$ cat src/hw/rtl/minmax_uniform_quantizer_defines.svh
// Assertion helpers for the min/max quantizer.
// Both forms assume signals named clk and rst_n in the using scope.
`ifndef MINMAX_UNIFORM_QUANTIZER_DEFINES_SVH
`define MINMAX_UNIFORM_QUANTIZER_DEFINES_SVH

`ifndef SYNTHESIS

`define MMQ_ASSERT_IMP(lbl, ante, cons) \
  lbl: assert property (@(posedge clk) disable iff (!rst_n) (ante) |-> (cons)) \
    else $error("mmq: same-cycle check failed");

`define MMQ_ASSERT_NEXT(lbl, ante, cons) \
  lbl: assert property (@(posedge clk) disable iff (!rst_n) (ante) |=> (cons)) \
    else $error("mmq: next-cycle check failed");

`else

`define MMQ_ASSERT_IMP(lbl, ante, cons)

`define MMQ_ASSERT_NEXT(lbl, ante, cons)

`endif

`endif

$ cat src/hw/rtl/mmq_ram.sv
module mmq_ram #(
  parameter int WIDTH = 32,
  parameter int DEPTH = 128
) (
  input  logic                     clk,
  input  logic                     we,
  input  logic [$clog2(DEPTH)-1:0] waddr,
  input  logic [WIDTH-1:0]         wdata,
  input  logic [$clog2(DEPTH)-1:0] raddr,
  output logic [WIDTH-1:0]         rdata
);

  logic [WIDTH-1:0] mem [DEPTH];

  always_ff @(posedge clk) begin
    if (we) begin
      mem[waddr] <= wdata;
    end
    rdata <= mem[raddr];
  end

endmodule

$ cat config.mk
export PLATFORM = sky130hd
export DESIGN_NAME = mmq_ram
export DESIGN_NICKNAME = d
export VERILOG_FILES = /design/src/hw/rtl/minmax_uniform_quantizer_defines.svh /design/src/hw/rtl/mmq_ram.sv
export SDC_FILE = /design/constraint.sdc
export NUM_CORES = 2
export LEC_CHECK = 0
export BUFFER_PORTS_ARGS = -buffer_cell sky130_fd_sc_hd__buf_4
export CORE_AREA = 5 5 566 568
export CTS_BUF_LIST = sky130_fd_sc_hd__clkbuf_2
export CTS_CLUSTER_SIZE = 16
export DETAILED_ROUTE_END_ITERATION = 12
export DIE_AREA = 0 0 571 573
export PLACE_DENSITY_LB_ADDON = 0.25
export SLEW_MARGIN = 5
export SYNTH_ARGS = -nofsm -noshare
export SYNTH_HDL_FRONTEND = slang
export SYNTH_SLANG_ARGS = --single-unit
$ cat constraint.sdc
create_clock -name clk -period 5.2 [get_ports clk]
set_input_delay 0.52 -clock clk [delete_from_list [all_inputs] [get_ports clk]]
set_output_delay 0.52 -clock clk [all_outputs]
set_load 0.01 [all_outputs]
# Word-level counts from Yosys, hierarchy flattened
# Memories as Yosys holds them, arrays and structs flattened. A register that Yosys moved wholly into a read port is not among the register bits.
# Index checks and enable logic that the tools add are counted.
# W data, S select, Z words.
classes:
  muxes: 2
ops:
  columns: ["cell", "n"]
  rows:
  - ["$mux W1", 2]
word_totals:
  regBits: 0
  ram_bits: 4096
  in_bits: 48
  output_inout_bits: 32
  word_cells: 3
  mem_count: 1
mem_list:
  columns: ["name", "words", "width", "read_ports", "rd_clocked_by_memory_dff", "wr", "line_no", "rtl"]
  rows:
  - ["mem", 128, 32, 1, 1, 1, "mmq_ram.sv:13", "logic [WIDTH-1:0] mem [DEPTH];"]

# Longest topological paths before layout
logic_depth:
  word_depth: 2
  depth_mapped: 8
  depth_no_buf: 4

# Worst setup path before layout
# OpenSTA, ideal clock, no wires.
synth_path:
  kind: "input-to-reg"
  startpoint: "in we"
  endpoint: "mem mem[98][0] (enable)"
  setup_time_ps: 461
  t_arrival_ps: 3298
  required_time_ps: 4739
  path_slack_ps: 1441
  path_stages: 3
  path_buffers: 1
  path_cell_list: "clkbuf_1 nand4_1 nor3_1"
synth_via:
  elab_chain_cells: 2
synth_lines:
  columns: ["element", "line_no", "rtl"]
  rows:
  - ["start, declared", "mmq_ram.sv:6", "input logic we,"]
  - ["$mux W1", "mmq_ram.sv:16", "if (we) begin"]
  - ["$mux W1 (not written as such)", "mmq_ram.sv:17", "mem[waddr] <= wdata;"]
  - ["end, declared", "mmq_ram.sv:13", null]
# Every way passes these cells.

==> results.txt <==
CP Data Required Time = 7350 ps
# setup viols final = 0
Post-Syn Instances = 5990
Port Buf Inserts = 79
Die Y = 573 µm
Layout Skew = 199 ps
layout cells sized above 1 = 42.8%
ANT nets after route = 0
post-DP HPWL = 243000 µm
power per cell area = 348 nW/µm²
Vias = 76100
unrepaired setup endpoints after global routing = false
IO Pins = 80
Fill cells = 23100
status = complete, no violations
worst path cell trace = mux4_2 > dlygate4sd3_1 > mux4_2 > dlygate4sd3_1 > mux4_2 > dlygate4sd3_1 > mux2_2 > dlygate4sd3_1
post-synthesis sequential area ratio = 79.1%
H-tree levels = 6
post-CTS setup repair buffer count = 0
Syn Nets = 6038
final instance area = 177000 µm²
Max clock buf depth = 4
Chip Width = 571 µm
Register Area = 124000 µm²
number of synthesized flops with an enable pin = 4096
CTS tree = done
fmax = 227 MHz
Max-Cap Viols = 0
Routed Wire Length = 433000 µm
Pins Over Slew Limit = 0
hold slack = 282 ps
Hold Crit Class = in -> reg
Flop pwr share = 60.1%
top-area cell type share of the netlist area = 78.7%
Total GRT Usage = 26.5%
Starting DRT DRC Count = 11500
die area = 327000 µm²
DR vias/cell = 6.24
Worst EP arrival = 6570 ps
Synth cell types = 17
area of the multi-input gates = 32300 µm²
global-route wire length before repair = 601000 µm
number of global-route vias before repair = 76900
yosys warns = 0
post-layout util = 56.2%
largest cells by area after synthesis = edfxtp_1, mux4_2, clkbuf_1, dfxtp_1, nor2_1
commonest non-fill, non-tap cells in the layout = edfxtp_1, clkbuf_2, mux4_2
kind of cell adding the most delay to the critical path = buffers and inverters
Pwr Total = 61.4 mW
global route overflow = 0
clk sinks = 4128
area delta synth->final = 13.0%
clk_lat worst skew = 2280 ps
prevailing post-synth register cell = edfxtp_1
initial antenna violation count = 66
Pleak = 56.1 nW
post-synthesis instance area = 156000 µm²
Clock power frac = 33.6%
maximum vdd drop = 0.225 mV
Setup crit start kind = flip-flop
WL per Instance = 35.4 µm
most common cell after layout, fill and taps aside = edfxtp_1
slew of the pin with the lowest slew margin = 1340 ps
nets = 7275
Final period util = 84.9%
sw frac = 24.8%
crit path buf inv count = 4
largest net degree at the start of global routing = 98
DRT Pass-1 Iters = 6
critical setup path kind = reg -> reg
Yosys reg bits = 4128
total negative slack = 0 ps
clk root buf = clkbuf_2
Remaining DRCs = 0
Net Sw Power = 15.2 mW
Comb power frac = 6.3%
FP Rows = 206
crit path time final = 4410 ps
CTS Buf Count = 957
Power Internal = 46.2 mW
post-place instance area = 165000 µm²
RD Place Congestion = 0.817
Worst path slowest cell = dlygate4sd3_1
Worst path max stage delay = 570 ps
CP dominant cell by count = dlygate4sd3_1
Clk pin slew, worst setup/hold paths = 110 ps
Setup crit end kind = flip-flop
asr flop ratio synth = 0%
top cell type by total area after synthesis = edfxtp_1
CP max FO = 1
Rel. slew slack = 10.7%
core footprint = 314000 µm²
final hold vios = 0
syn avg cell area = 26.1 µm²
initial core utilization = 49.7%
[path summary, 6_finish.rpt]
| kind | slack (ps) | startpoint | cells after the start | end |
|---|---|---|---|---|
| worst min-delay path | 280 | raddr[2] | 6 | rdata[30]$_DFF_P_ |
| worst max register to register | 790 | mem[62][22]$_DFFE_PP_ | 8 | rdata[22]$_DFF_P_ |
| worst max-delay path | 790 | mem[62][22]$_DFFE_PP_ | 8 | rdata[22]$_DFF_P_ |
| worst min register to register | 1090 | mem[110][0]$_DFFE_PP_ | 4 | rdata[0]$_DFF_P_ |
[cell usage after synthesis, types with 3 or more instances]
library cell / instances
buf_4: 3
dfxtp_1: 32
edfxtp_1: 4096
mux2_2: 32
nor2b_1: 7
clkbuf_1: 182
buf_2: 79
nand3_1: 12
nand2_1: 14
buf_1: 50
mux4_2: 1344
nand4_1: 3
nor2_1: 122
nor3_1: 9
[power groups by stage]
stage	Sequential [mW]	Clock (mW)	Combinational [mW]
2_1_floorplan	37.5	0	1.77
3_3_place_gp	37.7	0	3.55
3_5_place_dp	37.7	0	3.61
4_1_cts	36.9	21.1	3.84
5_1_grt	36.9	23.0	3.98
6_report	36.9	20.7	3.84
[flip-flops by register name, indices dropped and copies added, names as in the netlist]
| signal | flops |
|---|---|
| mem | 4096 |
| rdata | 32 |
[tightest hold or removal path, delay by kind of cell]
family                 cells  cell delay (ps)
buffers and inverters      2              860
multiplexers               4             1000
[metrics by stage]
step	setup WS, ps	instances
6_report	785	12200
2_1_floorplan	1440	5990
4_1_cts	831	12200
5_1_grt	705	12200
3_3_place_gp	1090	10200
3_5_place_dp	1120	10200
[layout make-up]
type / instances / area share (%)
Clock inverter: 332 / 0.997
Multi-Input combinational cell: 1546 / 18.3
Timing Repair Buffer: 594 / 3.71
Sequential cell: 4128 / 70.0
Tap cell: 4160 / 2.95
Antenna cell: 28 / 0.0397
Clock buffer: 1416 / 4.01
[metal layers]
layer,track usage (%),share of wire [%],routed length [µm]
met4,8.79,3.2,13900
met3,6.63,11,49100
met2,41.2,48,208000
met1,37.2,37,161000
met5,0,0.026,113
[cell families after synthesis]
logic type    share of synthesized area [%]
flops                                  79.1
mux                                    19.6
buf+inv                               0.839
simple gates                          0.446
[timing repair]
action                                 4_1_cts  5_1_grt
endpoints found under the hold margin     8224        0
gates resized for setup                      0        0
hold buffers                               198        0
Note: power is estimated with default switching activity, not from simulation.
