File: config.mk
export PLATFORM = sky130hd
export DESIGN_NAME = mmq_queue
export DESIGN_NICKNAME = d
export VERILOG_FILES = /design/src/hw/rtl/minmax_uniform_quantizer_defines.svh /design/src/hw/rtl/mmq_pkg.sv /design/src/hw/rtl/mmq_queue.sv
export SDC_FILE = /design/constraint.sdc
export NUM_CORES = 1
export LEC_CHECK = 0
export BUFFER_PORTS_ARGS = -buffer_cell sky130_fd_sc_hd__buf_2
export CORE_ASPECT_RATIO = 1.4
export CORE_UTILIZATION = 44
export CTS_CLUSTER_DIAMETER = 30
export DETAILED_ROUTE_END_ITERATION = 10
export GPL_ROUTABILITY_DRIVEN = 0
export MAX_ROUTING_LAYER = met4
export PLACE_DENSITY = 0.74
export SLEW_MARGIN = 0
export SYNTH_ARGS = -nofsm -noshare
export SYNTH_HDL_FRONTEND = slang
export SYNTH_SLANG_ARGS = --single-unit
File: constraint.sdc
create_clock -name clk -period 9.88 [get_ports clk]
set_input_delay 1.482 -clock clk [delete_from_list [all_inputs] [get_ports clk]]
set_output_delay 1.482 -clock clk [all_outputs]
set_load 0.02 [all_outputs]
File: src/hw/rtl/minmax_uniform_quantizer_defines.svh
// Assertion helpers for the min/max quantizer.
// Both forms assume signals named clk and rst_n in the using scope.
`ifndef MINMAX_UNIFORM_QUANTIZER_DEFINES_SVH
`define MINMAX_UNIFORM_QUANTIZER_DEFINES_SVH

`ifndef SYNTHESIS

`define MMQ_ASSERT_IMP(lbl, ante, cons) \
  lbl: assert property (@(posedge clk) disable iff (!rst_n) (ante) |-> (cons)) \
    else $error("mmq: same-cycle check failed");

`define MMQ_ASSERT_NEXT(lbl, ante, cons) \
  lbl: assert property (@(posedge clk) disable iff (!rst_n) (ante) |=> (cons)) \
    else $error("mmq: next-cycle check failed");

`else

`define MMQ_ASSERT_IMP(lbl, ante, cons)

`define MMQ_ASSERT_NEXT(lbl, ante, cons)

`endif

`endif

File: src/hw/rtl/mmq_pkg.sv
package mmq_pkg;

  localparam int SAMPLE_W = 32;
  localparam int SPAN_W   = SAMPLE_W + 1;
  localparam int EXP_W    = 4;
  localparam int LVL_W    = 12;
  localparam int KQ_W     = LVL_W + 1;
  localparam int ZONE_W   = 6;
  localparam int PROD_W   = SPAN_W + KQ_W;

  localparam logic [EXP_W-1:0] EXP_MIN = 4'd1;
  localparam logic [EXP_W-1:0] EXP_MAX = 4'd12;
  localparam logic [EXP_W-1:0] EXP_RST = 4'd4;

  // one closed set, handed from the loader to the emitter
  typedef struct packed {
    logic signed [SAMPLE_W-1:0] lo;
    logic signed [SAMPLE_W-1:0] hi;
    logic                       ovf;
    logic [EXP_W-1:0]           exp;
    logic                       bank;
  } job_t;

endpackage

File: src/hw/rtl/mmq_queue.sv
module mmq_queue #(
  parameter int IDX_W = 6
) (
  input  logic             clk,
  input  logic             rst_n,
  input  logic             push,
  input  mmq_pkg::job_t    push_job,
  input  logic [IDX_W-1:0] push_last,
  output logic             avail,
  input  logic             pop,
  output mmq_pkg::job_t    pop_job,
  output logic [IDX_W-1:0] pop_last
);

  mmq_pkg::job_t    job_q_r  [2];
  logic [IDX_W-1:0] last_q_r [2];
  logic             wr_r, wr_nxt;
  logic             rd_r, rd_nxt;
  logic [1:0]       cnt_r, cnt_nxt;

  assign avail    = (cnt_r != 2'd0);
  assign pop_job  = job_q_r[rd_r];
  assign pop_last = last_q_r[rd_r];

  assign wr_nxt  = push ? !wr_r : wr_r;
  assign rd_nxt  = pop ? !rd_r : rd_r;
  assign cnt_nxt = cnt_r + {1'b0, push} - {1'b0, pop};

  always_ff @(posedge clk) begin
    if (push) begin
      job_q_r[wr_r]  <= push_job;
      last_q_r[wr_r] <= push_last;
    end
  end

  always_ff @(posedge clk) begin
    if (!rst_n) begin
      wr_r  <= 1'b0;
      rd_r  <= 1'b0;
      cnt_r <= 2'd0;
    end else begin
      wr_r  <= wr_nxt;
      rd_r  <= rd_nxt;
      cnt_r <= cnt_nxt;
    end
  end

endmodule

# Word-level counts from Yosys, hierarchy flattened
# Memory sizes are Yosys's and may differ from the RTL's. A register that Yosys moved wholly into a read port is not among the register bits.
# Index checks and enable logic that the tools add are counted.
# op_classes
addsub	2
n_mul	0
n_div	0
order_cmp	0
eq_ne	0
n_shift	0
n_mux	6
bitwise	0
reduce_logical	3
# op_table
operator	count
$mux W1	6
$add A2 B1 Y2	1
$logic_not A1 Y1	2
$reduce_bool A2 Y1	1
$sub A2 B1 Y2	1
# word_totals
register_bits	4
latchBits	0
ram_bits	152
mem_bits_ro	0
inputBits	80
out_inout_bits	77
word_cells	16
n_memories	2
# mem_list
memory	words	word_bits	read_ports	rd_ports_with_merged_regs	wr	line_no	source
job_q_r	2	70	1	1	1	mmq_queue.sv:15	mmq_pkg::job_t job_q_r [2];
last_q_r	2	6	1	1	1	mmq_queue.sv:16	logic [IDX_W-1:0] last_q_r [2];

# Depth between registers and ports, before layout
# depth
word_depth	3
mapped_depth	6

# Worst setup path after synthesis
# No wires, ideal clock.
# synth_timing
path_kind	input to register
start	input push
end	memory job_q_r[0][0] in the netlist's numbering, enable pin
setup_ns	0.521
arrival_time_ns	4.840
required_time_ns	9.359
slack_ns	4.519
stages	1
path_buffers	0
path_cell_list	nor2b_1
# synth_between
elab_chain_len	2
# synth_lines
element	line_no	source
from (decl)	mmq_queue.sv:6	input logic push,
$mux W1	mmq_queue.sv:30	if (push) begin
$mux W1 (not written as such)	mmq_queue.sv:31	job_q_r[wr_r] <= push_job;
to (decl)	mmq_queue.sv:15	
# No other way between the ends.

==> flow_metrics.env <==
export IMPL_status="completed"
export IMPL_crit_slowest_cell="dfxtp_4"
export IMPL_cp_required_ns=8.40
export IMPL_skew_ns=0.008648
export IMPL_cts_resized_gates=0
export IMPL_cts_path_max_buffers=2
export IMPL_slew_headroom_pct=29.46
export IMPL_pre_cts_ws_ns=6.383
export IMPL_hpwl_um=6121
export IMPL_finalPower_w=0.001620
export IMPL_synthAdderAreaFrac_pct=0.4271
export IMPL_swShare_pct=23.70
export IMPL_drc=0
export IMPL_setup_slack_ns=6.000
export IMPL_period_minus_slack_ns=3.880
export IMPL_path_clk_slew_ns=0.06
export IMPL_switching_power_w=0.0003840
export IMPL_rsz0062_at_grt="false"
export IMPL_place_port_buffers=156
export IMPL_finalNetCount=507
export IMPL_r2r_setup_slack_ns=8.20
export IMPL_post_cts_repair_setup_buffers=0
export IMPL_area_growth_pct=26.80
export IMPL_die_h_um=138.5
export IMPL_crit_family="buffers and inverters"
export IMPL_dr_total_vias=2922
export IMPL_ys_seq_area_share_pct=79.61
export IMPL_crit_arrival_ns=2.40
export IMPL_power_frac_comb_pct=11.0
export IMPL_drt_wirelength_per_cell_um=15.69
export IMPL_min_from="rd_r$_SDFFE_PN0P_"
export IMPL_die_width_um=99.53
export IMPL_grt_pass1_wl_um=15100
export IMPL_grt_usage_pct=15.09
export IMPL_final_antenna_net_count=0
export IMPL_worst_pin_slew_ns=1.058
export IMPL_route_final_wire_length_um=9664
export IMPL_synth_compound_area_share_pct=0.1281
export IMPL_std_cell_rows=49
export IMPL_tns_ns=0
export IMPL_synth_cells=256
export IMPL_start_util_pct=45.29
export IMPL_reg2reg_from="wr_r$_SDFFE_PN0P_"
export IMPL_ys_seq_elements=157
export IMPL_clk_latency_ns=0.41
export IMPL_synth_top_family_by_area="multiplexers"
export IMPL_slew_viol_final=0
export IMPL_crit_type="reg2out"
export IMPL_cts_made_buffers=17
export IMPL_postCtsHoldBufs=0
export IMPL_p_per_area_nw_per_um2=218.1
export IMPL_r2r_cells=1
export IMPL_reg2reg_to="job_q_r[1][38]$_DFFE_PP_"
export IMPL_fin_crit_sh_pct=39.27
export IMPL_hold_viol=0
export IMPL_die_area_um2=13790
export IMPL_grt_max_degree=78
export IMPL_fmax_mhz=257.8
export IMPL_htreeDepth=4
export IMPL_synth_xor_area_share_pct=0.5338
export IMPL_overflow=0
export IMPL_cts_root_buf="clkbuf_16"
export IMPL_cts_tree="done"
export IMPL_drive_gt1_share_pct=61.64
export IMPL_viasPerCell=4.744
export IMPL_end_kind="primary output"
export IMPL_hold_depth=2
export IMPL_drt_iter0_markers=117
export IMPL_core_area_um2=12940
export IMPL_ir_drop_uv=141.6
export IMPL_intPower_w=0.001236
export IMPL_syn_nets=338
export IMPL_cts_sinks=157
export IMPL_maxCapViolCount=0
export IMPL_slowest_delay_ns=0.74
export IMPL_crit_buf_inv=2
export IMPL_path_max_fanout=41
export IMPL_antenna_found_initial=0
export IMPL_min_path_type="reg2reg"
export IMPL_cp_start_kind="register"
export IMPL_muxShareOfSynthArea_pct=17.17
export IMPL_io_pins=157
export IMPL_synth_area_um2=5859
export IMPL_syn_area_per_cell_um2=22.89
export IMPL_grt_pass1_vias=3130
export IMPL_firstDrtPassIters=4
export IMPL_synth_cell_types=15
export IMPL_leakage_nw=2.899
export IMPL_cp_cell_sequence="buf_4 -> mux2_2 -> buf_2"
export IMPL_finalSetupViolCount=0
export IMPL_seqPwrFrac_pct=48.5
export IMPL_n_antenna_cell=0
export IMPL_yosys_area_share_simple_pct=0.8542
export IMPL_ys_warn_count=0
export IMPL_power_share_clock_pct=40.5
[flip-flops by register name, indices dropped and copies added, names as in the netlist, named ones only]
register / count
cnt_r: 2
job_q_r: 140
last_q_r: 12
rd_r: 1
wr_r: 1
[placed cells by master (no fill, tap or decap)]
cell type,netlist,final
and2_1,4,3
buf_2,3,156
clkinv_2,0,1
bufinv_16,0,2
xnor3_1,1,1
mux2_4,40,40
inv_8,0,4
dfxtp_4,0,1
xor2_1,1,1
inv_1,2,2
clkbuf_16,0,17
mux2_2,36,36
edfxtp_1,152,152
o21a_1,1,1
inv_6,0,4
buf_4,1,2
nor2b_4,0,1
nor2b_1,3,2
clkinv_4,0,4
dfxtp_1,5,4
or2_2,1,1
and2_4,0,1
ha_1,2,2
[per-layer routing]
| metal | wire length, um | vias to the layer above | GRT usage, % |
|---|---|---|---|
| li1 | - | 1359 | - |
| met1 | 3762 | 1445 | 15.27 |
| met2 | 5244 | 104 | 26.61 |
| met3 | 484 | 14 | 4.284 |
| met4 | 172 | 0 | 6.889 |
| met5 | 0 | - | - |
[cell families (layout without fill, tap and decap cells)]
group	after synthesis	in the layout
AO/OA/AOI/OAI	1	1
flip-flops	157	157
AND/OR/NAND/NOR	8	8
multiplexers	76	76
adder cells (fa/ha/maj)	2	2
buffers and inverters	10	192
XOR/XNOR	2	2
[worst max path at each step]
stage / to / from / cells past startpoint / slack (ns)
2_1_floorplan: job_q_r[0][0]$_DFFE_PP_ / push / 1 / 4.52
3_3_place_gp: pop_job[6] / register / 3 / 6.43
3_5_place_dp: pop_job[6] / register / 3 / 6.38
4_1_cts: pop_job[6] / register / 3 / 5.93
5_1_grt: pop_job[8] / register / 3 / 5.86
6_report: pop_job[6] / register / 3 / 6.00
[cells in the mapped netlist, drive strengths merged]
library cell / count / area share (%)
mux2: 76 / 17
xnor3: 1 / 0.38
o21a: 1 / 0.13
nor2b: 3 / 0.32
inv: 2 / 0.13
buf: 8 / 1.2
or2: 1 / 0.11
xor2: 1 / 0.15
edfxtp: 152 / 78
ha: 2 / 0.43
dfxtp: 5 / 1.7
and2: 4 / 0.43
[cell type report]
type	count	area [um^2]
timing repair buffer	158	795.8
clock buffer	17	425.4
inverter	2	7.507
clock inverter	15	180.2
tap	178	222.7
multi-input combinational	89	1130
sequential	157	4668
fill	973	5507
[stage by stage]
stage	hold slack, ns	utilization, %	area (um^2)	cells
floorplan	0.5546	-	5859	256
global placement	0.5571	52.75	6824	584
detailed placement	0.5814	52.75	6824	584
CTS	0.6011	57.43	7430	616
global route	0.6172	57.43	7430	616
finish	0.5922	57.43	7430	616
[worst min-delay path, stage by stage, from the launching register on]
cell	delay [ns]
dfxtp_1	0.33
xor2_1	0.08
and2_1	0.15
[power groups by stage]
| stage | combinational (W) | sequential (W) | clock (W) |
|---|---|---|---|
| 6_report | 0.000179 | 0.000786 | 0.000656 |
| 2_1_floorplan | 0.000129 | 0.000793 | 0 |
| 5_1_grt | 0.000191 | 0.000790 | 0.000697 |
| 4_1_cts | 0.000182 | 0.000787 | 0.000670 |
| 3_5_place_dp | 0.000181 | 0.000801 | 0 |
| 3_3_place_gp | 0.000178 | 0.000799 | 0 |
Power figures use the tool's default switching activity.
