===== config.mk =====
export PLATFORM = sky130hd
export DESIGN_NAME = mmq_front
export DESIGN_NICKNAME = d
export VERILOG_FILES = /design/src/hw/rtl/minmax_uniform_quantizer_defines.svh /design/src/hw/rtl/mmq_pkg.sv /design/src/hw/rtl/mmq_front.sv
export SDC_FILE = /design/constraint.sdc
export NUM_CORES = 1
export LEC_CHECK = 0
export CORE_ASPECT_RATIO = 0.5
export CORE_MARGIN = 4
export CORE_UTILIZATION = 65
export CTS_CLUSTER_DIAMETER = 200
export CTS_CLUSTER_SIZE = 40
export DETAILED_ROUTE_END_ITERATION = 16
export DONT_BUFFER_PORTS = 1
export PLACE_DENSITY = 0.77
export SETUP_SLACK_MARGIN = 0.15
export SLEW_MARGIN = 5
export SYNTH_ARGS = -nofsm -noshare
export SYNTH_HDL_FRONTEND = slang
export SYNTH_SLANG_ARGS = --single-unit

===== constraint.sdc =====
create_clock -name clk -period 5.5 [get_ports clk]
set_clock_uncertainty 0.15 [all_clocks]
set_input_delay 0.275 -clock clk [delete_from_list [all_inputs] [get_ports clk]]
set_output_delay 0.275 -clock clk [all_outputs]
set_load 0.02 [all_outputs]

===== src/hw/rtl/minmax_uniform_quantizer_defines.svh =====
// Assertion helpers for the min/max quantizer.
// Both forms assume signals named clk and rst_n in the using scope.
`ifndef MINMAX_UNIFORM_QUANTIZER_DEFINES_SVH
`define MINMAX_UNIFORM_QUANTIZER_DEFINES_SVH

`ifndef SYNTHESIS

`define MMQ_ASSERT_IMP(lbl, ante, cons) \
  lbl: assert property (@(posedge clk) disable iff (!rst_n) (ante) |-> (cons)) \
    else $error("mmq: same-cycle check failed");

`define MMQ_ASSERT_NEXT(lbl, ante, cons) \
  lbl: assert property (@(posedge clk) disable iff (!rst_n) (ante) |=> (cons)) \
    else $error("mmq: next-cycle check failed");

`else

`define MMQ_ASSERT_IMP(lbl, ante, cons)

`define MMQ_ASSERT_NEXT(lbl, ante, cons)

`endif

`endif


===== src/hw/rtl/mmq_pkg.sv =====
package mmq_pkg;

  localparam int SAMPLE_W = 32;
  localparam int SPAN_W   = SAMPLE_W + 1;
  localparam int EXP_W    = 4;
  localparam int LVL_W    = 12;
  localparam int KQ_W     = LVL_W + 1;
  localparam int ZONE_W   = 6;
  localparam int PROD_W   = SPAN_W + KQ_W;

  localparam logic [EXP_W-1:0] EXP_MIN = 4'd1;
  localparam logic [EXP_W-1:0] EXP_MAX = 4'd12;
  localparam logic [EXP_W-1:0] EXP_RST = 4'd4;

  // one closed set, handed from the loader to the emitter
  typedef struct packed {
    logic signed [SAMPLE_W-1:0] lo;
    logic signed [SAMPLE_W-1:0] hi;
    logic                       ovf;
    logic [EXP_W-1:0]           exp;
    logic                       bank;
  } job_t;

endpackage


===== src/hw/rtl/mmq_front.sv =====
module mmq_front #(
  parameter int MAX_ZONES = 64,
  parameter int IDX_W     = 6,
  parameter int CNT_W     = 7
) (
  input  logic                                clk,
  input  logic                                rst_n,
  input  logic                                start,
  output logic                                busy,
  input  logic signed [mmq_pkg::SAMPLE_W-1:0] sample,
  input  logic                                last_in,
  input  logic                                cfg_we,
  input  logic [mmq_pkg::EXP_W-1:0]           cfg_wdata,
  output logic                                ram_we,
  output logic [IDX_W:0]                      ram_waddr,
  output logic [mmq_pkg::SAMPLE_W-1:0]        ram_wdata,
  output logic                                push,
  output mmq_pkg::job_t                       push_job,
  output logic [IDX_W-1:0]                    push_last,
  input  logic                                done
);

  logic [CNT_W-1:0]                    count_r, count_nxt, count_set;
  logic signed [mmq_pkg::SAMPLE_W-1:0] lo_r, lo_nxt, lo_set;
  logic signed [mmq_pkg::SAMPLE_W-1:0] hi_r, hi_nxt, hi_set;
  logic                                ovf_r, ovf_nxt, ovf_set;
  logic                                bank_r, bank_nxt;
  logic [mmq_pkg::EXP_W-1:0]           exp_r, exp_nxt, exp_eff;
  logic [1:0]                          jobs_r, jobs_nxt;
  logic                                accept, full, first;

  // two store banks: at most two sets in flight (one emitting, one queued)
  assign busy   = (jobs_r == 2'd2);
  assign accept = start && !busy;
  assign full   = (count_r == CNT_W'(MAX_ZONES));
  assign first  = (count_r == '0);

  assign ram_we    = accept && !full;
  assign ram_waddr = {bank_r, count_r[IDX_W-1:0]};
  assign ram_wdata = sample;

  always_comb begin
    if (exp_r < mmq_pkg::EXP_MIN) begin
      exp_eff = mmq_pkg::EXP_MIN;
    end else if (exp_r > mmq_pkg::EXP_MAX) begin
      exp_eff = mmq_pkg::EXP_MAX;
    end else begin
      exp_eff = exp_r;
    end
  end

  always_comb begin
    count_set = count_r;
    lo_set    = lo_r;
    hi_set    = hi_r;
    ovf_set   = ovf_r;
    if (full) begin
      ovf_set = 1'b1;
    end else begin
      count_set = count_r + CNT_W'(1);
      if (first || (sample < lo_r)) begin
        lo_set = sample;
      end
      if (first || (sample > hi_r)) begin
        hi_set = sample;
      end
    end
  end

  assign push          = accept && last_in;
  assign push_job.lo   = lo_set;
  assign push_job.hi   = hi_set;
  assign push_job.ovf  = ovf_set;
  assign push_job.exp  = exp_eff;
  assign push_job.bank = bank_r;
  assign push_last     = IDX_W'(count_set - CNT_W'(1));

  always_comb begin
    count_nxt = count_r;
    lo_nxt    = lo_r;
    hi_nxt    = hi_r;
    ovf_nxt   = ovf_r;
    bank_nxt  = bank_r;
    if (accept) begin
      if (last_in) begin
        count_nxt = '0;
        lo_nxt    = '0;
        hi_nxt    = '0;
        ovf_nxt   = 1'b0;
        bank_nxt  = !bank_r;
      end else begin
        count_nxt = count_set;
        lo_nxt    = lo_set;
        hi_nxt    = hi_set;
        ovf_nxt   = ovf_set;
      end
    end
  end

  assign exp_nxt  = cfg_we ? cfg_wdata : exp_r;
  assign jobs_nxt = jobs_r + {1'b0, push} - {1'b0, done};

  always_ff @(posedge clk) begin
    if (!rst_n) begin
      count_r <= '0;
      lo_r    <= '0;
      hi_r    <= '0;
      ovf_r   <= 1'b0;
      bank_r  <= 1'b0;
      exp_r   <= mmq_pkg::EXP_RST;
      jobs_r  <= 2'd0;
    end else begin
      count_r <= count_nxt;
      lo_r    <= lo_nxt;
      hi_r    <= hi_nxt;
      ovf_r   <= ovf_nxt;
      bank_r  <= bank_nxt;
      exp_r   <= exp_nxt;
      jobs_r  <= jobs_nxt;
    end
  end

endmodule


Word level (Yosys, flattened, before mapping)
Index checks and enable logic that the tools add are counted.
Word-level totals
  output and inout bits: 118
  bits of input ports: 42
  bits in read-only memories: 0
  flip-flop bits (word level): 79
  bits in writable memories: 0
  logic and storage cells: 39
  latch bits: 0
  memories: 0
Operators by class
  multipliers: 0
  reduce and logical (&&, ||, !) cells: 10
  multiplexer cells: 12
  shift-type cells: 0
  magnitude comparators: 4
  divide/modulo/power cells: 0
  add/sub/neg operators: 4
  bitwise operators: 0
  eq/ne operators: 2
Operators by type and width (count)
  2-to-1 mux 32 bit: 6
  > comparator 32 bit: 1
  less-than comparator 32 bit: 1
  2-to-1 mux 7 bit: 2
  2-to-1 mux 4 bit: 2
  adder 7 x 1 -> 7 bit, second input constant: 1
  equality test 7 bit, second input constant: 1
  zero test 7 bit: 1
  subtractor 6 x 1 -> 6 bit, second input constant: 1
  > comparator 4 bit, second input constant: 1
  less-than comparator 4 x 1 -> 1 bit, second input constant: 1
  logical AND 1 bit: 3
  zero test 1 bit: 3
  adder 2 x 1 -> 2 bit: 1
  equality test 2 bit, second input constant: 1
  logical OR 1 bit: 2
  2-to-1 mux 1 bit: 2
  AND reduction 2 bit: 1
  subtractor 2 x 1 -> 2 bit: 1

Depth between registers and ports, before layout
Gate-level depths: netlist of the first run.
  depth after elaboration: 6
  depth in mapped cells: 11
  gate-level depth less buffers: 9

Worst setup path after synthesis of the first run
Ideal clock, no wire load.
  kind: reg-to-output
  start point: register hi_r[14] (netlist name)
  end point: output push_job[17] (netlist name)
  arrival: 2510 ps
  buffers on the path: 2
  cell stages (with the launch flop): 12
  data required time: 5075 ps
  setup slack: 2565 ps
  cells stage by stage: dfxtp_1 inv_1 ha_1 nand4_1 nor4_1 a31oi_1 and2_1 a21oi_1 and3_1 clkbuf_2 buf_2 mux2_1
RTL lines
  from (decl): line mmq_front.sv:25  | logic signed [mmq_pkg::SAMPLE_W-1:0] hi_r, hi_nxt, hi_set;
  from (signal assigned): line mmq_front.sv:115  | hi_r <= hi_nxt;
  to (decl): line mmq_front.sv:18  | output mmq_pkg::job_t push_job,

==> flow_metrics.tcl, run 1 <==
set metrics [dict create \
    rsz0062_at_grt "false" \
    drt-pass1-iter-count 5 \
    grt_overflow 0 \
    cts_resized 0 \
    cts_buffers 9 \
    dp.cells 655 \
    yosysWarnings 0 \
    fp.dieH_um 73.9 \
    leakage_nw 2.41 \
    post-route-period-util_pct 77.1 \
    synth_top_family_by_area "compound AO/OA/AOI/OAI gates" \
    synth_simple_gate_area_share_pct 9.52 \
    wl_per_cell_um 20.6 \
    fin_cells 712 \
    grt_pass1_vias 4325 \
    vias 4591 \
    syn2layout_area_growth_pct 8.79 \
    max_freq_mhz 236 \
    synth_top_cell_by_area "dfxtp_1" \
    cts_setup_buffers 0 \
    wl_mm 14.6 \
    power.density_nw_per_um2 299 \
    antenna_found_initial 0 \
    die_area_sq_um 10300 \
    netlist.area_leader.share_pct 28.0 \
    hold_viol_final 0 \
    vdd_drop_max_mv 0.177 \
    die_w_um 140 \
    synth_area_per_cell_sq_um 9.28 \
    status "finished clean" \
    synthAdderAreaFrac_pct 15.1 \
    yosys.area_share.xor_xnor_pct 1.70 \
    post-dp-hpwl_mm 9.36 \
    clkLatencyLatePin_ns 0.34 \
    synth_flop_cell "dfxtp_1" \
    syn-instance-count 609 \
    min_period_ns 4.24 \
    htree_levels 3 \
    setup_viol 0 \
    cp.arrival_ns 3.81 \
    grt_pass1_wl_mm 23.4 \
    hp-class "primary input to flop" \
    regArea_sq_um 1580 \
    drc 0 \
    track_usage_pct 28.4 \
    end_kind "output pin" \
    avgViaCountPerCell 6.45 \
    worstSetupPathType "flop to output pin" \
    synth-compound-area-share_pct 18.9 \
    grt_max_degree 34 \
    rows 23 \
    antenna_left 0 \
    critPathLaunchType "flop" \
    drive_gt1_share_pct 14.3 \
    synth_area_leaders "dfxtp_1 (28%), ha_1 (15%), mux2_2 (11%)" \
    setup-tns-final_ns 0 \
    syn_area_sq_um 5650 \
    clk_pin_slew_ns 0.06 \
    total_power_mw 1.84 \
    fill_cells 615 \
    cts_tree "built" \
    maxSlewHeadroom_pct 22.7 \
    worstMarginPinSlew_ns 1.16 \
    io_buffers 0 \
    ioPinCount 160 \
    multi_input_area_sq_um 3340 \
    antenna_cells 0 \
    drv_cap 0 \
    synth_seq_area_share_pct 28.0 \
    ys_types 55 \
    ys_seq_elements 79 \
    gp_congestion 0.849 \
    core_area_sq_um 8230 \
    clock_sinks 79 \
    drt-initial-drc-count 351 \
    critPathRequiredTime_ns 5.08 \
    synth-edff-count 0 \
    cts-root-buf "clkbuf_16" \
    async_reset_ff_share_pct 0 \
    clk_path_buf_depth 2 \
    syn-num-nets 719 \
    slew_viol_final 0 \
    floorplan.initialDensity_pct 68.7 \
    nets 705 \
    muxShareOfSynthArea_pct 13.5 \
    worstPathMaxFanout 33 \
]
-- cell usage after synthesis, types with 2 or more instances --
cell type  number
a21boi_0        3
a21o_1          4
a21oi_1        32
a22o_1         32
a22oi_1         2
a31oi_1         4
a32o_1         32
and2_1          3
and3_1          4
and4_1          4
buf_2           6
buf_4          42
buf_6           6
clkbuf_1       17
dfxtp_1        79
ha_1           68
inv_1          73
mux2_1          8
mux2_2         56
mux2i_1         4
nand2_1        19
nand2b_1        5
nand3_1        13
nand4_1         9
nor2_1         20
nor2b_1         4
nor3_1         10
nor4_1          3
o211ai_1        2
o21a_1          2
o21ai_0        10
xnor2_1         5
xor2_1          6
-- timing repair --
action	4_1_cts	5_1_grt
hold buffers	41	0
endpoints found under the hold margin	70	0
setup endpoints to repair	0	0
-- worst max-delay path: stages (launching register included) --
cell       delay [ns]
dfxtp_1          0.34
inv_1            0.05
ha_1             0.25
a2111oi_0        0.54
o311ai_1         0.25
o311a_1          0.36
nor3_2           0.28
o21a_2           0.65
buf_12           0.28
mux2_1           0.44
-- final timing paths --
path	start	endpoint	slack [ns]	depth (start not counted)
max	lo_r[1]$_SDFFE_PN0P_	push_job[68]	1.26	9
min reg2reg	lo_r[17]$_SDFFE_PN0P_	lo_r[17]$_SDFFE_PN0P_	0.34	1
min	last_in	count_r[3]$_SDFFE_PN0P_	0.02	3
max reg2reg	lo_r[14]$_SDFFE_PN0P_	lo_r[25]$_SDFFE_PN0P_	1.80	10
-- layout make-up --
cell class	count	area share, %
clock inverter	6	1.75
clock buffer	10	3.89
tap	112	2.28
inverter	74	4.52
sequential	79	25.7
timing repair buffer	47	7.61
multi-input combinational	384	54.2
-- through the flow --
step | area, sq um | util (%) | worst slack [ns] | hold slack [ns]
global placement | 5390 | 65.5 | 1.67 | 0.188
global route | 6150 | 74.7 | 1.11 | 0.0209
CTS | 6150 | 74.7 | 1.28 | 0.00518
detailed placement | 5390 | 65.5 | 1.65 | 0.197
floorplan | 5650 | - | 2.56 | 0.187
finish | 6150 | 74.7 | 1.26 | 0.0194
-- routing by layer --
metal	wire length, um	up-vias	part of all wire [%]	global-route usage, %
met5	0	-	0	0
met4	157	0	1.1	6.44
met3	1200	15	8.2	7.13
met2	6440	184	44	46.4
met1	6850	2243	47	38.9
li1	-	2149	-	-
-- registers in the layout, summed over array words and instances, names as in the netlist --
register and flops:
hi_r 32, lo_r 32, count_r 7, exp_r 4, jobs_r 2, bank_r 1
ovf_r 1
-- logic make-up (layout without fill, tap and decap cells) --
logic type               count (synthesis)  after routing
flip-flops                              79             79
adder cells (fa/ha/maj)                 68             68
AO/OA/AOI/OAI                          136            136
multiplexers                            68             68
XOR/XNOR                                11             11
AND/OR/NAND/NOR                        101            101
buffers and inverters                  146            137
-- cells in the final DEF (no fill, tap or decap), types with 2 or more instances in the layout --
master / instances
nand2b_1: 5
nor2_1: 20
xnor2_1: 5
and3_1: 4
clkinv_2: 2
nand3_1: 13
a21o_1: 4
and2_1: 3
mux2_2: 56
a22oi_1: 2
o211ai_1: 2
ha_1: 68
nor4_1: 3
buf_4: 5
inv_1: 73
nand2_1: 19
dlygate4sd3_1: 41
a31oi_1: 3
clkbuf_16: 9
a21oi_1: 32
nor3_2: 2
dfxtp_1: 79
bufinv_16: 3
xor2_1: 6
o21ai_0: 10
a22o_1: 32
mux2_1: 8
a32o_1: 32
nand4_1: 9
mux2i_1: 4
a21boi_0: 3
nor2b_1: 4
and4_1: 4
nor3_1: 9
-- where the power goes --
| part | switching [mW] | leakage (nW) | internal (mW) | total, mW |
|---|---|---|---|---|
| registers | 0.0384 | 0.644 | 0.613 | 0.651 |
| logic | 0.292 | 1.59 | 0.192 | 0.484 |
| clock network | 0.247 | 0.168 | 0.454 | 0.701 |
Power figures use the tool's default switching activity.
==> run 2, diff against run 1 <==
Clock period 5.5 ns to 4.2 ns, I/O delays scaled along.
==> run 2 against run 1 <==
  * Highest routed layer unchanged
  * Global-route usage shrank 0.29 points
  * First-iteration DRC count shrank 15%
  * Clock power grew 22%
  * Largest cell class unchanged
  * Critical path type unchanged
==> flow_metrics.tcl, run 2 (same netlist as run 1, synthesis figures left out) <==
set metrics [dict create \
    hold_viol_final 0 \
    die_area_sq_um 10300 \
    hp-class "primary input to flop" \
    rows 23 \
    track_usage_pct 28.1 \
    clk_pin_slew_ns 0.06 \
    post-dp-hpwl_mm 9.45 \
    worstPathMaxFanout 13 \
    ioPinCount 160 \
    fp.dieH_um 73.9 \
    leakage_nw 2.41 \
    cts_buffers 9 \
    gp_congestion 0.816 \
    critPathLaunchType "flop" \
    post-route-period-util_pct 91.9 \
    wl_per_cell_um 20.1 \
    core_area_sq_um 8230 \
    top_regs "hi_r (32), lo_r (32), count_r (7)" \
    floorplan.initialDensity_pct 68.7 \
    grt_pass1_vias 4403 \
    final_common_cell "dfxtp_1" \
    drt-pass1-iter-count 5 \
    clkLatencyLatePin_ns 0.34 \
    slew_viol_final 0 \
    antenna_cells 0 \
    antenna_left 0 \
    io_buffers 0 \
    antenna_found_initial 0 \
    critPathRequiredTime_ns 3.84 \
    cts_tree "built" \
    maxSlewHeadroom_pct 50.5 \
    worstSetupPathType "flop to output pin" \
    final_cell_mix "dfxtp_1 (79), inv_1 (73), ha_1 (68)" \
    drv_cap 0 \
    total_power_mw 2.35 \
    drive_gt1_share_pct 14.8 \
    grt_overflow 0 \
    vias 4570 \
    min_period_ns 3.86 \
    cp.arrival_ns 3.50 \
    drc 0 \
    avgViaCountPerCell 6.39 \
    grt_pass1_wl_mm 23.4 \
    status "finished clean" \
    cts-root-buf "clkbuf_16" \
    nets 708 \
    power.density_nw_per_um2 381 \
    end_kind "output pin" \
    die_w_um 140 \
    wl_mm 14.4 \
    worstMarginPinSlew_ns 0.741 \
    rsz0062_at_grt "false" \
    htree_levels 3 \
    grt_max_degree 57 \
    syn2layout_area_growth_pct 8.96 \
    drt-initial-drc-count 297 \
    max_freq_mhz 259 \
    setup_viol 0 \
    clock_sinks 79 \
    clk_path_buf_depth 2 \
    setup-tns-final_ns 0 \
    vdd_drop_max_mv 0.266 \
]
run 2: critical path, cell delays in order, from the launching register on:
cell and delay [ns]:
dfxtp_1 0.35, inv_1 0.05, ha_1 0.32, nand4_1 0.16
nor4_1 0.55, a31oi_1 0.21, and2_1 0.21, a21oi_1 0.20
and3_2 0.38, buf_4 0.27, mux2_1 0.46
run 2: final timing paths:
kind / from / endpoint / slack [ns] / depth (start not counted)
worst max register to register: hi_r[14]$_SDFFE_PN0P_ / hi_r[30]$_SDFFE_PN0P_ / 0.83 / 10
worst min register to register: lo_r[25]$_SDFFE_PN0P_ / lo_r[25]$_SDFFE_PN0P_ / 0.34 / 1
worst min-delay path: last_in / count_r[0]$_SDFFE_PN0P_ / 0.04 / 3
worst max-delay path: hi_r[14]$_SDFFE_PN0P_ / push_job[18] / 0.34 / 10
run 2: cell type report:
| type | instances | area [sq um] |
|---|---|---|
| clock buffers | 13 | 260 |
| clock inverters | 3 | 65.1 |
| fillers | 593 | 2070 |
| inverters | 74 | 278 |
| multi-input cells | 384 | 3340 |
| flip-flops and latches | 79 | 1580 |
| well taps | 112 | 140 |
| repair buffers | 50 | 490 |
run 2: metal layers:
metal / vias to the layer above / GRT usage, % / wire, um
met3: 12 / 8.16 / 1280
met2: 187 / 44.4 / 6330
met4: 0 / 6.77 / 132
met1: 2215 / 38.8 / 6670
met5: - / 0 / 0
li1: 2156 / - / -
run 2: power by group:
| group | switching, mW | total [mW] | internal [mW] |
|---|---|---|---|
| logic | 0.386 | 0.641 | 0.255 |
| clock network | 0.304 | 0.857 | 0.553 |
| registers | 0.0464 | 0.849 | 0.803 |
| total | 0.736 | 2.35 | 1.61 |
run 2: through the flow:
stage / instances / hold WS, ns / cell area, sq um / utilization [%] / setup slack, ns
floorplan: 609 / 0.122 / 5650 / - / 1.33
CTS: 715 / 0.0314 / 6150 / 74.7 / 0.230
global placement: 658 / 0.123 / 5420 / 65.8 / 0.708
global route: 715 / 0.0681 / 6160 / 74.8 / 0.143
detailed placement: 658 / 0.129 / 5420 / 65.8 / 0.606
finish: 715 / 0.0379 / 6160 / 74.8 / 0.340
run 2: what timing repair did:
action,CTS,global route
hold buffers,41,0
hold endpoints to repair,76,0
gates resized for setup,0,3
setup endpoints to repair,0,53
buffers inserted,0,0
