$ cat src/hw/rtl/minmax_uniform_quantizer_defines.svh
// Assertion helpers for the min/max quantizer.
// Both forms assume signals named clk and rst_n in the using scope.
`ifndef MINMAX_UNIFORM_QUANTIZER_DEFINES_SVH
`define MINMAX_UNIFORM_QUANTIZER_DEFINES_SVH

`ifndef SYNTHESIS

`define MMQ_ASSERT_IMP(lbl, ante, cons) \
  lbl: assert property (@(posedge clk) disable iff (!rst_n) (ante) |-> (cons)) \
    else $error("mmq: same-cycle check failed");

`define MMQ_ASSERT_NEXT(lbl, ante, cons) \
  lbl: assert property (@(posedge clk) disable iff (!rst_n) (ante) |=> (cons)) \
    else $error("mmq: next-cycle check failed");

`else

`define MMQ_ASSERT_IMP(lbl, ante, cons)

`define MMQ_ASSERT_NEXT(lbl, ante, cons)

`endif

`endif

$ cat src/hw/rtl/mmq_pkg.sv
package mmq_pkg;

  localparam int SAMPLE_W = 32;
  localparam int SPAN_W   = SAMPLE_W + 1;
  localparam int EXP_W    = 4;
  localparam int LVL_W    = 12;
  localparam int KQ_W     = LVL_W + 1;
  localparam int ZONE_W   = 6;
  localparam int PROD_W   = SPAN_W + KQ_W;

  localparam logic [EXP_W-1:0] EXP_MIN = 4'd1;
  localparam logic [EXP_W-1:0] EXP_MAX = 4'd12;
  localparam logic [EXP_W-1:0] EXP_RST = 4'd4;

  // one closed set, handed from the loader to the emitter
  typedef struct packed {
    logic signed [SAMPLE_W-1:0] lo;
    logic signed [SAMPLE_W-1:0] hi;
    logic                       ovf;
    logic [EXP_W-1:0]           exp;
    logic                       bank;
  } job_t;

endpackage

$ cat src/hw/rtl/mmq_back.sv
`include "minmax_uniform_quantizer_defines.svh"

module mmq_back #(
  parameter int IDX_W = 6
) (
  input  logic                                clk,
  input  logic                                rst_n,
  input  logic                                avail,
  output logic                                pop,
  input  mmq_pkg::job_t                       job,
  input  logic [IDX_W-1:0]                    job_last,
  output logic [IDX_W:0]                      ram_raddr,
  input  logic [mmq_pkg::SAMPLE_W-1:0]        ram_rdata,
  output logic                                done,
  output logic                                out_strobe,
  output logic [mmq_pkg::ZONE_W-1:0]          out_zone_number,
  output logic signed [mmq_pkg::SAMPLE_W-1:0] out_sample_echo,
  output logic [mmq_pkg::LVL_W-1:0]           out_level_index,
  output logic signed [mmq_pkg::SAMPLE_W-1:0] out_level_value,
  output logic                                out_dropped_flag,
  output logic                                out_last_out
);

  localparam int SW = mmq_pkg::SAMPLE_W;
  localparam int PW = mmq_pkg::SPAN_W;
  localparam int KW = mmq_pkg::KQ_W;
  localparam int LW = mmq_pkg::LVL_W;
  localparam int XW = mmq_pkg::PROD_W;

  localparam logic [2:0] ST_IDLE  = 3'd0;
  localparam logic [2:0] ST_SETUP = 3'd1;
  localparam logic [2:0] ST_RD    = 3'd2;
  localparam logic [2:0] ST_INIT  = 3'd3;
  localparam logic [2:0] ST_DIV   = 3'd4;
  localparam logic [2:0] ST_CALC  = 3'd5;
  localparam logic [2:0] ST_MUL   = 3'd6;
  localparam logic [2:0] ST_EMIT  = 3'd7;

  logic [2:0]                  state_r, state_nxt;
  logic signed [SW-1:0]        lo_r;
  logic [PW-1:0]               span_r, top_r, off_r, rem_r;
  logic [mmq_pkg::EXP_W-1:0]   exp_r, step_r;
  logic                        bank_r, ovf_r;
  logic [IDX_W-1:0]            last_r, idx_r;
  logic [KW-1:0]               q_r;
  logic [LW-1:0]               k_r;
  logic [XW-1:0]               prod_r;
  logic signed [SW-1:0]        s_r;

  logic                        strobe_r;
  logic [mmq_pkg::ZONE_W-1:0]  zone_r;
  logic signed [SW-1:0]        echo_r, val_r;
  logic [LW-1:0]               index_r;
  logic                        drop_r, lastf_r;

  logic [mmq_pkg::EXP_W:0]     exp1;
  logic [KW-1:0]               lmax;
  logic [PW-1:0]               off_c;
  logic [PW:0]                 rem2;
  logic                        ge;
  logic                        final_item;

  assign exp1       = {1'b0, exp_r} + 5'd1;
  assign lmax       = (KW'(1) << exp_r) - KW'(1);
  assign off_c      = {ram_rdata[SW-1], ram_rdata} - {lo_r[SW-1], lo_r};
  assign rem2       = {rem_r, 1'b0};
  assign ge         = (rem2 >= {1'b0, span_r});
  assign final_item = (idx_r == last_r);

  assign pop       = (state_r == ST_IDLE) && avail;
  assign done      = (state_r == ST_EMIT) && final_item;
  assign ram_raddr = {bank_r, idx_r};

  always_comb begin
    state_nxt = state_r;
    case (state_r)
      ST_IDLE:  if (avail) state_nxt = ST_SETUP;
      ST_SETUP: state_nxt = ST_RD;
      ST_RD:    state_nxt = ST_INIT;
      ST_INIT:  state_nxt = (span_r == '0) ? ST_CALC : ST_DIV;
      ST_DIV:   if (step_r == 4'd1) state_nxt = ST_CALC;
      ST_CALC:  state_nxt = ST_MUL;
      ST_MUL:   state_nxt = ST_EMIT;
      ST_EMIT:  state_nxt = final_item ? ST_IDLE : ST_RD;
      default:  state_nxt = ST_IDLE;
    endcase
  end

  // datapath; quotient k = floor(off*2^e/span) built one bit per DIV cycle
  always_ff @(posedge clk) begin
    case (state_r)
      ST_IDLE: begin
        if (avail) begin
          lo_r   <= job.lo;
          span_r <= {job.hi[SW-1], job.hi} - {job.lo[SW-1], job.lo};
          exp_r  <= job.exp;
          bank_r <= job.bank;
          ovf_r  <= job.ovf;
          last_r <= job_last;
          idx_r  <= '0;
        end
      end
      ST_SETUP: begin
        // centre of the top level: floor(span*(2L-1)/(2L))
        top_r <= PW'((({{(XW-PW){1'b0}}, span_r} << exp1)
                      - {{(XW-PW){1'b0}}, span_r}) >> exp1);
      end
      ST_INIT: begin
        s_r   <= ram_rdata;
        off_r <= off_c;
        if (span_r == '0) begin
          q_r <= '0;
        end else begin
          q_r    <= KW'(off_c >= span_r);
          rem_r  <= (off_c >= span_r) ? (off_c - span_r) : off_c;
          step_r <= exp_r;
        end
      end
      ST_DIV: begin
        rem_r  <= ge ? PW'(rem2 - {1'b0, span_r}) : PW'(rem2);
        q_r    <= {q_r[KW-2:0], ge};
        step_r <= step_r - 4'd1;
      end
      ST_CALC: begin
        k_r <= ((off_r > top_r) || (q_r > lmax)) ? lmax[LW-1:0] : q_r[LW-1:0];
      end
      ST_MUL: begin
        prod_r <= {{(XW-PW){1'b0}}, span_r} * {{(XW-KW){1'b0}}, k_r, 1'b1};
      end
      ST_EMIT: begin
        zone_r  <= mmq_pkg::ZONE_W'(idx_r);
        echo_r  <= s_r;
        index_r <= k_r;
        val_r   <= lo_r + SW'(prod_r >> exp1);
        drop_r  <= ovf_r;
        lastf_r <= final_item;
        if (!final_item) begin
          idx_r <= idx_r + IDX_W'(1);
        end
      end
      default: begin
      end
    endcase
  end

  always_ff @(posedge clk) begin
    if (!rst_n) begin
      state_r  <= ST_IDLE;
      strobe_r <= 1'b0;
    end else begin
      state_r  <= state_nxt;
      strobe_r <= (state_r == ST_EMIT);
    end
  end

  assign out_strobe       = strobe_r;
  assign out_zone_number  = zone_r;
  assign out_sample_echo  = echo_r;
  assign out_level_index  = index_r;
  assign out_level_value  = val_r;
  assign out_dropped_flag = drop_r;
  assign out_last_out     = lastf_r;

  `MMQ_ASSERT_IMP(a_rem_below_span, state_r == ST_DIV, rem_r < span_r)
  `MMQ_ASSERT_IMP(a_index_in_range, strobe_r, {1'b0, index_r} <= lmax)
  `MMQ_ASSERT_NEXT(a_final_closes, done, (state_r == ST_IDLE) && strobe_r && out_last_out)

endmodule
$ cat config.mk
export PLATFORM = sky130hd
export DESIGN_NAME = mmq_back
export DESIGN_NICKNAME = d
export VERILOG_FILES = /design/src/hw/rtl/mmq_pkg.sv /design/src/hw/rtl/mmq_back.sv
export VERILOG_INCLUDE_DIRS = /design/src /design/src/hw/rtl
export SDC_FILE = /design/constraint.sdc
export NUM_CORES = 2
export LEC_CHECK = 0
export BUFFER_PORTS_ARGS = -buffer_cell sky130_fd_sc_hd__buf_2
export CAP_MARGIN = 20
export CORE_MARGIN = 2
export CORE_UTILIZATION = 45
export DETAILED_ROUTE_END_ITERATION = 8
export SLEW_MARGIN = 20
export SYNTH_ARGS = -nofsm -noshare
export SYNTH_HDL_FRONTEND = slang
export SYNTH_SLANG_ARGS = --single-unit
export TNS_END_PERCENT = 20
$ cat constraint.sdc
create_clock -name clk -period 8 [get_ports clk]
set_input_delay 0.4 -clock clk [delete_from_list [all_inputs] [get_ports clk]]
set_output_delay 0.4 -clock clk [all_outputs]
set_load 0.02 [all_outputs]
After elaboration in Yosys (flattened, before gate mapping)
Index checks and enable logic that the tools add are counted.
{"block": "word_totals", "ff_bits": 377, "latch_bits": 0, "mem_bits_rw": 0, "mem_bits_ro": 0, "input_bits": 111, "output_inout_bits": 94, "elab_cells": 83, "memories": 0}
{"block": "op_classes", "add_sub_neg": 10, "mul": 1, "n_div": 0, "n_lt_le_gt_ge": 4, "eq_ne": 13, "shifts": 4, "n_mux": 17, "bitwise": 0, "reduce_logical": 11}
{"cell": "2-to-1 mux 33 bit", "count": 3}
{"cell": "one-hot mux 33 bit (2 select lines)", "count": 1}
{"cell": "subtractor 32 x 32 -> 33 bit", "count": 2}
{"cell": "subtractor 33 bit", "count": 2}
{"cell": "multiplier 33 x 13 -> 46 bit", "count": 1}
{"cell": "left shift 33 x 5 -> 46 bit", "count": 1}
{"cell": ">> shifter 46 x 5 -> 32 bit", "count": 1}
{"cell": ">> shifter 46 x 5 -> 33 bit", "count": 1}
{"cell": "subtractor 46 x 33 -> 46 bit", "count": 1}
{"cell": ">= comparator 34 x 33 -> 1 bit", "count": 1}
{"cell": ">= comparator 33 bit", "count": 1}
{"cell": "greater-than comparator 33 bit", "count": 1}
{"cell": "zero test 33 bit", "count": 1}
{"cell": "adder 32 bit", "count": 1}
{"cell": "one-hot mux 13 bit (2 select lines)", "count": 1}
{"cell": "one-hot mux 3 bit (8 select lines)", "count": 1}
{"cell": "greater-than comparator 13 bit", "count": 1}
{"cell": "left shift 1 x 4 -> 13 bit, first input constant", "count": 1}
{"cell": "subtractor 13 x 2 -> 13 bit, second input constant", "count": 1}
{"cell": "== test 3 bit, second input constant", "count": 4}
{"cell": "2-to-1 mux 12 bit", "count": 1}
{"cell": "2-to-1 mux 6 bit", "count": 2}
{"cell": "one-hot mux 6 bit (2 select lines)", "count": 1}
{"cell": "!= test 2 bit, second input constant", "count": 4}
{"cell": "other kinds (18)", "count": 25}

Longest topological paths before layout
{"block": "depth", "ltp_word": 5, "depth_mapped": 32, "depth_no_buf": 27}

Worst setup path after synthesis
No wires, ideal clock.
{"block": "synth_path", "kind": "register to register", "from": "register exp_r[0] in the netlist's numbering", "to": "register top_r[28] (data pin)", "setup_ns": 0.282, "t_arrival_ns": 6.956, "required_ns": 7.718, "slack_ns": 0.762, "stages_incl_launch_ff": 29, "n_path_buf": 9, "period_less_slack_ns": 7.238, "cell_sequence": "edfxtp_1 -> buf_6 -> inv_1 -> clkbuf_1 -> buf_1 -> clkbuf_1 -> clkbuf_1 -> ha_1 -> buf_6 -> buf_6 -> buf_2 -> clkbuf_1 -> mux4_2 -> a32oi_1 -> nand2_1 -> o21ai_0 -> nor2_1 -> ha_1 -> and3_1 -> a221o_1 -> o211ai_1 -> nand4_1 -> nand3_1 -> a21oi_2 -> nor4_1 -> o221ai_1 -> a221oi_1 -> mux2_2 -> a222oi_1"}
{"block": "synth_between", "elab_chain_cells": 4}
{"item": "from (decl)", "line_no": "mmq_back.sv:42", "source": "logic [mmq_pkg::EXP_W-1:0] exp_r, step_r;"}
{"item": "from (signal assigned)", "line_no": "mmq_back.sv:96", "source": "exp_r <= job.exp;"}
{"item": "adder 4 x 1 -> 5 bit *", "line_no": "mmq_back.sv:63", "source": "assign exp1 = {1'b0, exp_r} + 5'd1;"}
{"item": "left shift 33 x 5 -> 46 bit", "line_no": "mmq_back.sv:105", "source": "top_r <= PW'((({{(XW-PW){1'b0}}, span_r} << exp1)"}
{"item": "subtractor 46 x 33 -> 46 bit", "line_no": "mmq_back.sv:106", "source": "- {{(XW-PW){1'b0}}, span_r}) >> exp1);"}
{"item": ">> shifter 46 x 5 -> 33 bit *", "line_no": "mmq_back.sv:105"}
{"item": "to (signal assigned)", "line_no": "mmq_back.sv:105"}
{"item": "to (decl)", "line_no": "mmq_back.sv:41", "source": "logic [PW-1:0] span_r, top_r, off_r, rem_r;"}
Every way passes the cells marked *; elsewhere a longest branch is shown, timed or not.
A chain may end at the register's enable or synchronous reset.

Worst setup path in the final report
{"block": "layout_path", "from": "register span_r[8]", "to": "register prod_r[44] (data pin)"}
{"block": "layout_between", "elab_chain_cells": 1}
{"item": "from (decl)", "line_no": "mmq_back.sv:41"}
{"item": "from (signal assigned)", "line_no": "mmq_back.sv:95", "source": "span_r <= {job.hi[SW-1], job.hi} - {job.lo[SW-1], job.lo};"}
{"item": "multiplier 33 x 13 -> 46 bit", "line_no": "mmq_back.sv:128", "source": "prod_r <= {{(XW-PW){1'b0}}, span_r} * {{(XW-KW){1'b0}}, k_r, 1'b1};"}
{"item": "to (signal assigned)", "line_no": "mmq_back.sv:128"}
{"item": "to (decl)", "line_no": "mmq_back.sv:47", "source": "logic [XW-1:0] prod_r;"}
Every way passes these cells.

==> metrics <==
Crit path buffers/inverters=4; Power Dens Cells=385 nW/um2; Hold Buf Count CTS=71; Starting Density=0.455; dpl cells=5975; crit path max fanout=10; final antenna-violating net count=0; setup_tns=0 ps; Startpoint Class=register; synthesis-to-layout area growth=11.1%; io pins=205; vias in the first global route=33800; mean number of vias per cell=5.71; terminus of the critical flop-to-flop path=prod_r[44]; delay-heaviest family, CP=compound AO/OA/AOI/OAI gates; row cnt=113; Worst path max stage delay=570 ps; Synth Area in Compound Gates=0.138; Synth Instances=4641; Netlist cell types=97; worst slew pin tran=1120 ps; GR Layer Usage met1=0.382; sequential power share=0.165; die area=98700 um2; first-pass GRT wire length=209 mm; WL/cell=22.9 um; Simple-Gate Fraction of Synth Area=0.147; largest family of logic cells by synthesized area=adder cells; die height=314 um; CP Data Arrival Time=7810 ps; Total Wirelength=140 mm; Logic pwr share=0.707; EDFF count, synth=372; sequential area share after synthesis=0.260; type of the tightest min-delay check=in -> reg; switching power total=9.06 mW; dpl cell area=45700 um2; # H-tree levels=2; Synth warnings=0; PortBufs=204; Yosys reg bits=376; WHS=21.7 ps; Max Slew Vio Count=0; DR iter-0 viols=3227; crit-path cells=and2_1 > fa_1 > inv_1 > fa_1 > inv_1 > fa_1 > fa_1 > inv_1 > fa_1 > inv_1 > ha_1 > nand3_1 > o2111ai_1 > a2111o_1 > a211oi_1 > o31ai_1 > o21ai_0 > a211oi_1 > o31ai_1 > a211o_1 > nor2_1 > a21oi_1 > o21ai_0 > xor2_1; status=finished, final reports clean; root buf cell=clkbuf_16; CTS tree=done; core area=95200 um2; Resize count post-CTS=0; clock power share=0.128; Vias=35100; Post-Syn Area=43300 um2; Crit path required time=8370 ps; maximum vdd ir drop=0.688 mV; XOR/XNOR share of the synthesized area=0.0474; CTS Buffer Depth=3; Slew headroom=0.255; Setup Buffers After CTS=0; 1st-pass router iterations=5; post-synth top area share=0.258; dominant synthesized flop cell=edfxtp_1; Clk Latency, worst-skew pair=640 ps; fmax=134 MHz; Overflow after GRT=0; mean post-synth cell area=9.33 um2; ys async rst share=0; min Tclk post-route=7440 ps; GRT Total Usage=0.281; CTS sink cnt=376; Reg2Reg Depth=24; Clock Skew=24.4 ps; die width=314 um; nets=5630; Final Cycle Share=0.931; Worst-path clk slew=60 ps; Critical Path Most Common Cell=fa_1; Max-cap violations=0; Fin. Hold Viols=0; Mapped Nets=5439; RSZ-0062 raised after global routing=no; post-route insts no fill=6143; Post-Synth Adder-Cell Area=0.259; WHS Endpoint=lo_r[1]; slowest stage cell, crit path=a2111o_1; hold depth=1; Worst Setup End Kind=register; Worst R2R Setup Slack=560 ps; Sw Share=0.490; total internal power=9.44 mW; antenna violations before repair=8; Static Leak=21.5 nW; synth top area cells=edfxtp_1 (26%), fa_1 (16%), ha_1 (9.8%); RD Place Congestion=0.975; Most Used Layer, Global Route=met2; DRC=0; Hold Crit Start=job[39]; met2 GRT Util=0.444; mux cell area share after synthesis=0.0733; final setup fails=0; pin count of the biggest net entering global routing=124; reg2reg start=span_r[8]; fin area=48100 um2; Synth area leader=edfxtp_1; M3 GR Usage=0.0477; Final HPWL DP=112 mm; layout cells sized above 1=0.103; critical path class=reg -> reg; Num CTS Buffers=49
-- through the flow --
stage | setup WS, ps | total power, mW | util
finish | 555 | 18.5 | 0.505
global route | 134 | 20.1 | 0.505
CTS | 528 | 18.4 | 0.505
detailed placement | 616 | 15.9 | 0.480
global placement | 734 | 15.8 | 0.480
floorplan | 762 | 12.3 | -
-- cell usage after synthesis (7+ instances only) --
cell type	number
buf_6	8
nor4_1	19
a221o_1	7
a211o_1	8
a211oi_1	49
a31oi_1	40
xnor2_1	155
mux2i_1	141
nor2b_1	41
nand2_1	459
buf_1	20
o21bai_1	31
o21ai_0	160
nand4_1	37
o211ai_1	33
fa_1	347
o22ai_1	18
a221oi_1	15
ha_1	340
mux2_2	40
nor3_1	61
and2_1	223
o221ai_1	7
or2_2	10
xor2_1	74
a21o_1	101
clkbuf_1	168
nand3_1	60
a21oi_1	290
buf_2	10
mux4_2	55
nand2b_1	38
edfxtp_1	372
or3_1	25
o21a_1	59
inv_1	637
and3_1	31
a21boi_0	7
nor2_1	297
o31ai_1	9
-- sequential cells by signal, summed over array words and instances (netlist names), 12 cells and up --
register         count
prod_r              45
off_r               33
rem_r               33
span_r              33
top_r               33
lo_r                32
out_level_value     32
out_sample_echo     32
s_r                 32
q_r                 13
k_r                 12
out_level_index     12
-- cell usage in the layout (no fill, tap or decap), types with 61 or more instances in the layout --
| cell | n |
|---|---|
| inv_1 | 634 |
| buf_4 | 72 |
| xnor2_1 | 154 |
| a21o_1 | 101 |
| a21oi_1 | 290 |
| nor3_1 | 61 |
| nor2_1 | 295 |
| fa_1 | 347 |
| o21ai_0 | 159 |
| buf_2 | 204 |
| xor2_1 | 74 |
| nand2_1 | 459 |
| ha_1 | 338 |
| dlygate4sd3_1 | 71 |
| and2_1 | 222 |
| mux2i_1 | 141 |
| edfxtp_1 | 372 |
-- power groups by stage --
stage | Combinational (mW) | Sequential, mW | Clock (mW)
final | 13.1 | 3.05 | 2.37
after floorplan | 9.32 | 2.98 | 0
after detailed placement | 12.9 | 3.09 | 0
after CTS | 13.0 | 3.05 | 2.41
after global placement | 12.8 | 3.09 | 0
after global routing | 14.5 | 3.06 | 2.48
-- cells by family (layout without fill, tap and decap cells) --
family,count (synthesis),in the layout
fa+ha+maj,687,687
xor+xnor,231,231
other cells,0,6
compound gates,926,926
mux,242,242
buf+inv,849,1080
simple gates,1330,1330
flops,376,376
-- layer usage --
layer | share of wire | wire (um)
met3 | 0.072 | 10100
met5 | 0.00016 | 22
met1 | 0.43 | 60900
met4 | 0.048 | 6710
met2 | 0.45 | 62700
-- area by class of cell --
class,instances,area (um2)
fillers,8811,47100
multi-input cells,3416,28800
flip-flops and latches,376,11300
inverters,639,2400
repair buffers,350,2330
well taps,1265,1580
clock buffers,60,1290
clock inverters,31,413
diodes,6,15.0
-- how the worst max path moves through the flow --
stage / from / to / slack, ps / depth (start not counted)
6_report: span_r[8] / prod_r[44] / 560 / 24
5_1_grt: span_r[8] / prod_r[45] / 130 / 25
4_1_cts: span_r[8] / prod_r[44] / 530 / 24
3_5_place_dp: k_r[0] / prod_r[44] / 620 / 24
3_3_place_gp: k_r[0] / prod_r[44] / 730 / 24
2_1_floorplan: exp_r[0] / top_r[28] / 760 / 28
-- worst register-to-register path, stage by stage, from the launching register on --
cell       delay [ps]
edfxtp_1          560
and2_1            260
fa_1              530
inv_1              50
fa_1              470
inv_1              60
fa_1              490
fa_1              540
inv_1              50
fa_1              480
inv_1              40
ha_1              340
nand3_1           100
o2111ai_1         300
a2111o_1          570
a211oi_1          370
o31ai_1           170
o21ai_0           370
a211oi_1          170
o31ai_1           390
a211o_1           260
nor2_1             60
a21oi_1           240
o21ai_0           140
xor2_1            160
No activity file was read; power rests on OpenSTA's default activity.
